File: src/rtl/rdq_pkg.sv
// ----------------------------------------------------------------------------
// rdq_pkg
// Shared constants and operation codes for the reversible deque queue.
// ----------------------------------------------------------------------------
`timescale 1ns / 1ps

package rdq_pkg;

    localparam int DEPTH_DEFAULT = 16;

    localparam int OP_W    = 2;
    localparam int VALUE_W = 32;
    localparam int COUNT_W = 5;

    typedef logic [OP_W-1:0] op_t;

    localparam op_t OP_PUSH_HEAD = 2'd0;
    localparam op_t OP_PUSH_TAIL = 2'd1;
    localparam op_t OP_POP_HEAD  = 2'd2;
    localparam op_t OP_REVERSE   = 2'd3;

endpackage

File: src/rtl/reversible_deque_queue_core.sv
// ----------------------------------------------------------------------------
// reversible_deque_queue_core
// Bounded double-ended queue of signed 32-bit values held in a ring buffer
// memory, with a direction flag that reverses the order in one operation.
// ----------------------------------------------------------------------------
//  Channel  Handshake            Payload
//  in       in_valid / in_stall  operation, value
//  out      out_valid / out_stall ok, removed_value, item_count
//
//  Every accepted beat gives exactly one result beat on the next cycle.
//  One operation per cycle is sustained while no result waits under out_stall:
//  each touches one memory entry, and the store has a registered read port.
//  Reset empties the queue and clears the direction flag; the store itself is
//  not cleared, since only written entries are ever read.
//  in_stall is high only while a finished result waits under out_stall.
// ----------------------------------------------------------------------------
`timescale 1ns / 1ps

module reversible_deque_queue_core #(
    parameter int DEPTH = rdq_pkg::DEPTH_DEFAULT
) (
    input  logic                               clk,
    input  logic                               rst_n,
    input  logic                               in_valid,
    output logic                               in_stall,
    input  rdq_pkg::op_t                       operation,
    input  logic signed [rdq_pkg::VALUE_W-1:0] value,
    output logic                               out_valid,
    input  logic                               out_stall,
    output logic                               ok,
    output logic signed [rdq_pkg::VALUE_W-1:0] removed_value,
    output logic        [rdq_pkg::COUNT_W-1:0] item_count
);

    localparam int IDX_W = $clog2(DEPTH);
    localparam int CNT_W = $clog2(DEPTH + 1);
    localparam logic [IDX_W:0]   DEPTH_WIDE = (IDX_W + 1)'(DEPTH);
    localparam logic [CNT_W-1:0] DEPTH_CNT  = CNT_W'(DEPTH);
    localparam logic [IDX_W-1:0] LAST_SLOT  = IDX_W'(DEPTH - 1);

    // Ring buffer store.
    logic signed [rdq_pkg::VALUE_W-1:0] mem [DEPTH];
    logic signed [rdq_pkg::VALUE_W-1:0] rd_data_reg;

    logic [IDX_W-1:0] front_reg, front_next;
    logic [CNT_W-1:0] count_reg, count_next;
    logic             rev_reg, rev_next;

    logic             out_valid_reg;
    logic             ok_reg, ok_next;
    logic             popped_reg, popped_next;
    logic [CNT_W-1:0] out_count_reg;

    logic             accept;
    logic             full, empty;
    logic             to_front;
    logic             wr_en, rd_en;
    logic [IDX_W-1:0] offset;
    logic [IDX_W:0]   slot_sum;
    logic [IDX_W-1:0] slot;
    logic [IDX_W-1:0] before_front;
    logic [IDX_W-1:0] addr;

    assign accept   = in_valid && !in_stall;
    assign in_stall = out_valid_reg && out_stall;
    assign full     = (count_reg == DEPTH_CNT);
    assign empty    = (count_reg == '0);

    // An insert lands before the front when it targets the head in normal
    // order or the tail in reversed order.
    assign to_front = (operation == rdq_pkg::OP_PUSH_HEAD) ^ rev_reg;

    assign before_front = (front_reg == '0) ? LAST_SLOT : front_reg - 1'b1;

    always_comb
    begin
        offset = count_reg[IDX_W-1:0];
        if (operation == rdq_pkg::OP_POP_HEAD)
        begin
            offset = rev_reg ? IDX_W'(count_reg - 1'b1) : IDX_W'(1);
        end
    end

    // Ring slot at the chosen offset from the front; both terms are below
    // DEPTH, so one conditional subtract wraps it.
    assign slot_sum = {1'b0, front_reg} + {1'b0, offset};
    assign slot     = (slot_sum >= DEPTH_WIDE) ? IDX_W'(slot_sum - DEPTH_WIDE)
                                               : slot_sum[IDX_W-1:0];

    always_comb
    begin
        front_next  = front_reg;
        count_next  = count_reg;
        rev_next    = rev_reg;
        ok_next     = 1'b0;
        popped_next = 1'b0;
        wr_en       = 1'b0;
        rd_en       = 1'b0;
        addr        = slot;
        unique case (operation)
            rdq_pkg::OP_PUSH_HEAD, rdq_pkg::OP_PUSH_TAIL:
            begin
                if (!full)
                begin
                    ok_next    = 1'b1;
                    wr_en      = 1'b1;
                    count_next = count_reg + 1'b1;
                    if (to_front)
                    begin
                        addr       = before_front;
                        front_next = before_front;
                    end
                end
            end
            rdq_pkg::OP_POP_HEAD:
            begin
                if (!empty)
                begin
                    ok_next     = 1'b1;
                    popped_next = 1'b1;
                    rd_en       = 1'b1;
                    count_next  = count_reg - 1'b1;
                    if (rev_reg)
                    begin
                        addr = slot;
                    end
                    else
                    begin
                        addr       = front_reg;
                        front_next = slot;
                    end
                    // Taking the last item resets the ring to slot zero.
                    if (count_reg == CNT_W'(1))
                    begin
                        front_next = '0;
                    end
                end
            end
            rdq_pkg::OP_REVERSE:
            begin
                ok_next  = 1'b1;
                rev_next = !rev_reg;
            end
            default:
            begin
                ok_next = 1'b0;
            end
        endcase
    end

    always_ff @(posedge clk)
    begin
        if (accept && wr_en)
        begin
            mem[addr] <= value;
        end
        if (accept && rd_en)
        begin
            rd_data_reg <= mem[addr];
        end
    end

    always_ff @(posedge clk or negedge rst_n)
    begin
        if (!rst_n)
        begin
            front_reg     <= '0;
            count_reg     <= '0;
            rev_reg       <= 1'b0;
            out_valid_reg <= 1'b0;
            ok_reg        <= 1'b0;
            popped_reg    <= 1'b0;
            out_count_reg <= '0;
        end
        else
        begin
            if (accept)
            begin
                front_reg     <= front_next;
                count_reg     <= count_next;
                rev_reg       <= rev_next;
                out_valid_reg <= 1'b1;
                ok_reg        <= ok_next;
                popped_reg    <= popped_next;
                out_count_reg <= count_next;
            end
            else if (!out_stall)
            begin
                out_valid_reg <= 1'b0;
            end
        end
    end

    assign out_valid     = out_valid_reg;
    assign ok            = ok_reg;
    assign removed_value = popped_reg ? rd_data_reg : '0;
    assign item_count    = rdq_pkg::COUNT_W'(out_count_reg);

endmodule

File: config.mk
export PLATFORM = sky130hd
export DESIGN_NAME = reversible_deque_queue_core
export DESIGN_NICKNAME = d
export VERILOG_FILES = /design/src/rtl/rdq_pkg.sv /design/src/rtl/reversible_deque_queue_core.sv
export SDC_FILE = /design/constraint.sdc
export NUM_CORES = 1
export LEC_CHECK = 0
export ABC_AREA = 0
export ABC_CLOCK_PERIOD_IN_PS = 7260
export BUFFER_PORTS_ARGS = -buffer_cell sky130_fd_sc_hd__buf_2
export CORE_ASPECT_RATIO = 0.8
export CORE_MARGIN = 3
export CORE_UTILIZATION = 50
export CTS_CLUSTER_DIAMETER = 150
export DETAILED_ROUTE_END_ITERATION = 10
export HOLD_SLACK_MARGIN = 0.05
export PLACE_DENSITY = 0.66
export REMOVE_ABC_BUFFERS = 1
export SKIP_LAST_GASP = 1
export SLEW_MARGIN = 20
export SYNTH_ARGS = -nofsm -noshare
export SYNTH_HDL_FRONTEND = slang
export SYNTH_SLANG_ARGS = --single-unit
File: constraint.sdc
create_clock -name clk -period 7.26 [get_ports clk]
set_input_delay 0.363 -clock clk [delete_from_list [all_inputs] [get_ports clk]]
set_output_delay 0.363 -clock clk [all_outputs]
set_load 0.01 [all_outputs]
==> out/summary.md <==
The initial antenna violation count was 0. The cell area after technology mapping is 22700 um^2. Summed over all instances, the cell type with the most area after synthesis is sky130_fd_sc_hd__edfxtp_1.

In this run the worst setup path begins at item_count[0]. The first global-routing pass estimated 80.5 mm of wire. Timing endpoint of the critical path: mem[13][10]. The number of distinct library cells after synthesis was 56. The clock passes through at most 3 buffers. Along the worst path, the maximum fanout reaches 59. Counting cells, the worst reg-to-reg path comes to 12. The number of setup buffers added after CTS is 0, and the setup skew after layout is 15.2 ps. The final wirelength was 52.5 mm. The async set-or-reset flop fraction in the synthesized netlist is 2.33%, and the clock-pin slew of the registers on the worst-case setup and hold paths is 60 ps.

The capturing point of the worst reg2reg path was mem[13][10]. After technology mapping, the gate count stands at 1583. For this block, the via count after detailed routing is 13400. The clock sink count came out at 557.

The run finished with clean final reports. The pin count of the biggest net entering global routing was 163; the overall die height was 196 um. The run gives 0 as the number of diodes added for antenna fixing. For the number of max-slew violations in the final report, the log shows 0.

Sorting the synthesized cells by area gives the leading types as sky130_fd_sc_hd__edfxtp_1 72%, sky130_fd_sc_hd__a21oi_1 5.6%, sky130_fd_sc_hd__mux2i_1 4.6%. The worst hold margin is 146 ps, and the total iterations of the first detailed-routing run is 5. Setup repair after global routing left no endpoint under its margin. The post-route fraction of the period consumed by the critical path is 69.9%. The tools report the standard cell core area as 44600 um^2.

The worst slew margin relative to its limit is 35.0%. In this run the mean area of a mapped cell was 14.3 um^2. In the final layout, the share of cells above drive strength 1 is 12.0%. The commonest cells after synthesis are 544 x sky130_fd_sc_hd__edfxtp_1, 277 x sky130_fd_sc_hd__nand2_1, 252 x sky130_fd_sc_hd__a21oi_1, 121 x sky130_fd_sc_hd__a22oi_1, 105 x sky130_fd_sc_hd__mux2i_1. Buffers placed on the I/O ports in this run total 77. The detailed router finished its first iteration with 1573 violations. The kind of capture point of the worst setup path is a register.

At the end of the flow, the number of nets in the layout was 1688. The count of boundary I/O pins is 78, and the placement-stage worst setup slack is 2090 ps. From synthesis to final layout, the design area changed by 12.2%.

For the remaining global-route overflow, the log shows 0. The fmax was 0.197 GHz; the critical path arrival was 5300 ps. The count of max-cap constraint violations is 0.

The die width was 244 um; the critical path data required time was 7490 ps. The run gives 2 as the level count of the clock H-tree. The floorplan step defined a die boundary enclosing 48000 um^2. Across all setup checks in the final design, the least slack found is 2180 ps. The number of vias per cell is 5.85, and the portion of synthesized cell area occupied by the leading cell type is 72.0%. The cell chosen for the clock root is sky130_fd_sc_hd__clkbuf_16. The combined global-route utilization of all metal layers was 21.9%. The tools report the final hold violation count as 0. The transition time at the pin with the least slew margin is 975 ps. The worst hold path belongs to the class input pin to register. For this run, design rule violations remaining after detail routing come to 0. Most frequently used flop master after synthesis: sky130_fd_sc_hd__edfxtp_1. Dividing the detail-routed wire length by the instance count gives 23.0 um.

The tools report the number of core rows as 69. The critical path is of the register to register type. The origin of the critical flop-to-flop path was item_count[0]. Final number of setup-violating endpoints: 0. TritonCTS built the clock tree.

The most common cell in the synthesized netlist was sky130_fd_sc_hd__edfxtp_1. At the later pin of the worst-skew pair, clock insertion delay measures 590 ps. The number of global-route vias before repair is 13200, and the number of enable flip-flop cells after synthesis is 544. The synthesized design contains 557 register bits. Gates resized during post-CTS repair numbered 0.

The effective utilization at floorplan is 50.8%, and the number of synthesis warnings is 0. The clock buffer count from CTS is 54, and the flip-flop count of the largest register, all copies and words added is 512. The count of nets left with antenna violations once routing finished came out at 0.

The worst setup path is launched from a register. The end-of-flow core utilization was 57.0%; the proportion of synthesized chip area in sequential cells was 73.5%. Across all register-to-register paths, the minimum setup slack is 2180 ps. At the end of routability-driven placement, the weighted congestion stood at 0.766.

After legalization and detailed placement, the total HPWL measured 28.1 mm. The time the worst path needs with I/O delays and setup is 5080 ps.
[stage by stage]
stage | instances | instance area (um^2) | setup TNS [ps]
floorplan | 1477 | 22100 | -480230
global placement | 2177 | 23600 | 0
detailed placement | 2183 | 23700 | 0
CTS | 2282 | 25400 | 0
global route | 2283 | 25400 | 0
finish | 2283 | 25400 | 0
[what timing repair did]
action	CTS	global route
hold buffers	3	0
endpoints found under the setup margin	0	0
endpoints found under the hold margin	14	0
[critical path: stages, from the launching register on]
cell and delay, ps:
sky130_fd_sc_hd__dfrtp_1 490, sky130_fd_sc_hd__inv_1 140, sky130_fd_sc_hd__ha_1 340, sky130_fd_sc_hd__nand2b_1 150, sky130_fd_sc_hd__o21ai_0 260, sky130_fd_sc_hd__inv_1 90
sky130_fd_sc_hd__fa_1 560, sky130_fd_sc_hd__o21ai_0 120, sky130_fd_sc_hd__o22ai_1 340, sky130_fd_sc_hd__a211o_4 640, sky130_fd_sc_hd__nand2_1 440, sky130_fd_sc_hd__nor2_4 570
sky130_fd_sc_hd__buf_4 490
[final cells by class]
| type | count | area [um^2] |
|---|---|---|
| Fill cell | 3547 | 19200 |
| Sequential cell | 557 | 16700 |
| Clock buffer | 73 | 1440 |
| Timing Repair Buffer | 107 | 751 |
| Multi-Input combinational cell | 910 | 5550 |
| Tap cell | 603 | 754 |
| Clock inverter | 23 | 253 |
| Inverter | 10 | 37.5 |
[cell usage in the layout (no fill, tap or decap), drive strengths merged, types with 5 or more instances in the layout]
master  count
ha          9
xnor2       8
bufinv      5
edfxtp    544
o21ai      15
o21bai      8
mux2i     105
inv        12
clkbuf     73
a22oi     121
buf       104
dfrtp      13
nor2       25
clkinv     13
a21oi     252
and2       32
nand2     277
nand2b      5
[cell families after synthesis]
group | after synthesis | synth area share, %
adders and majority gates | 10 | 0.585
buffers and inverters | 116 | 2.80
and+or+nand+nor | 359 | 6.74
DFF | 557 | 73.5
AOI/OAI and AO/OA | 422 | 11.2
xor gates and xnor gates | 10 | 0.386
muxes | 109 | 4.83
[layer usage]
metal  global-route usage (%)  share of wire [%]  vias to the layer above
met2                     33.9                 46                      477
met1                     32.2                 45                     6717
met5                        0                  0                        -
met4                     6.88                2.6                        0
li1                         -                  -                     6087
met3                     3.44                6.7                       84
[worst min-delay path by stage]
stage                    from            end  slack, ps  depth (start not counted)
CTS                 value[25]    mem[13][25]        120                          1
global placement        rst_n             ok        280                          1
global route        value[25]    mem[11][25]        130                          1
floorplan               rst_n   front_reg[0]         70                          0
finish              value[25]    mem[14][25]        150                          1
detailed placement      rst_n  item_count[1]        280                          1
Power is not shown: default switching activity piles up to over one toggle a cycle in this logic, so the estimate is an artifact.
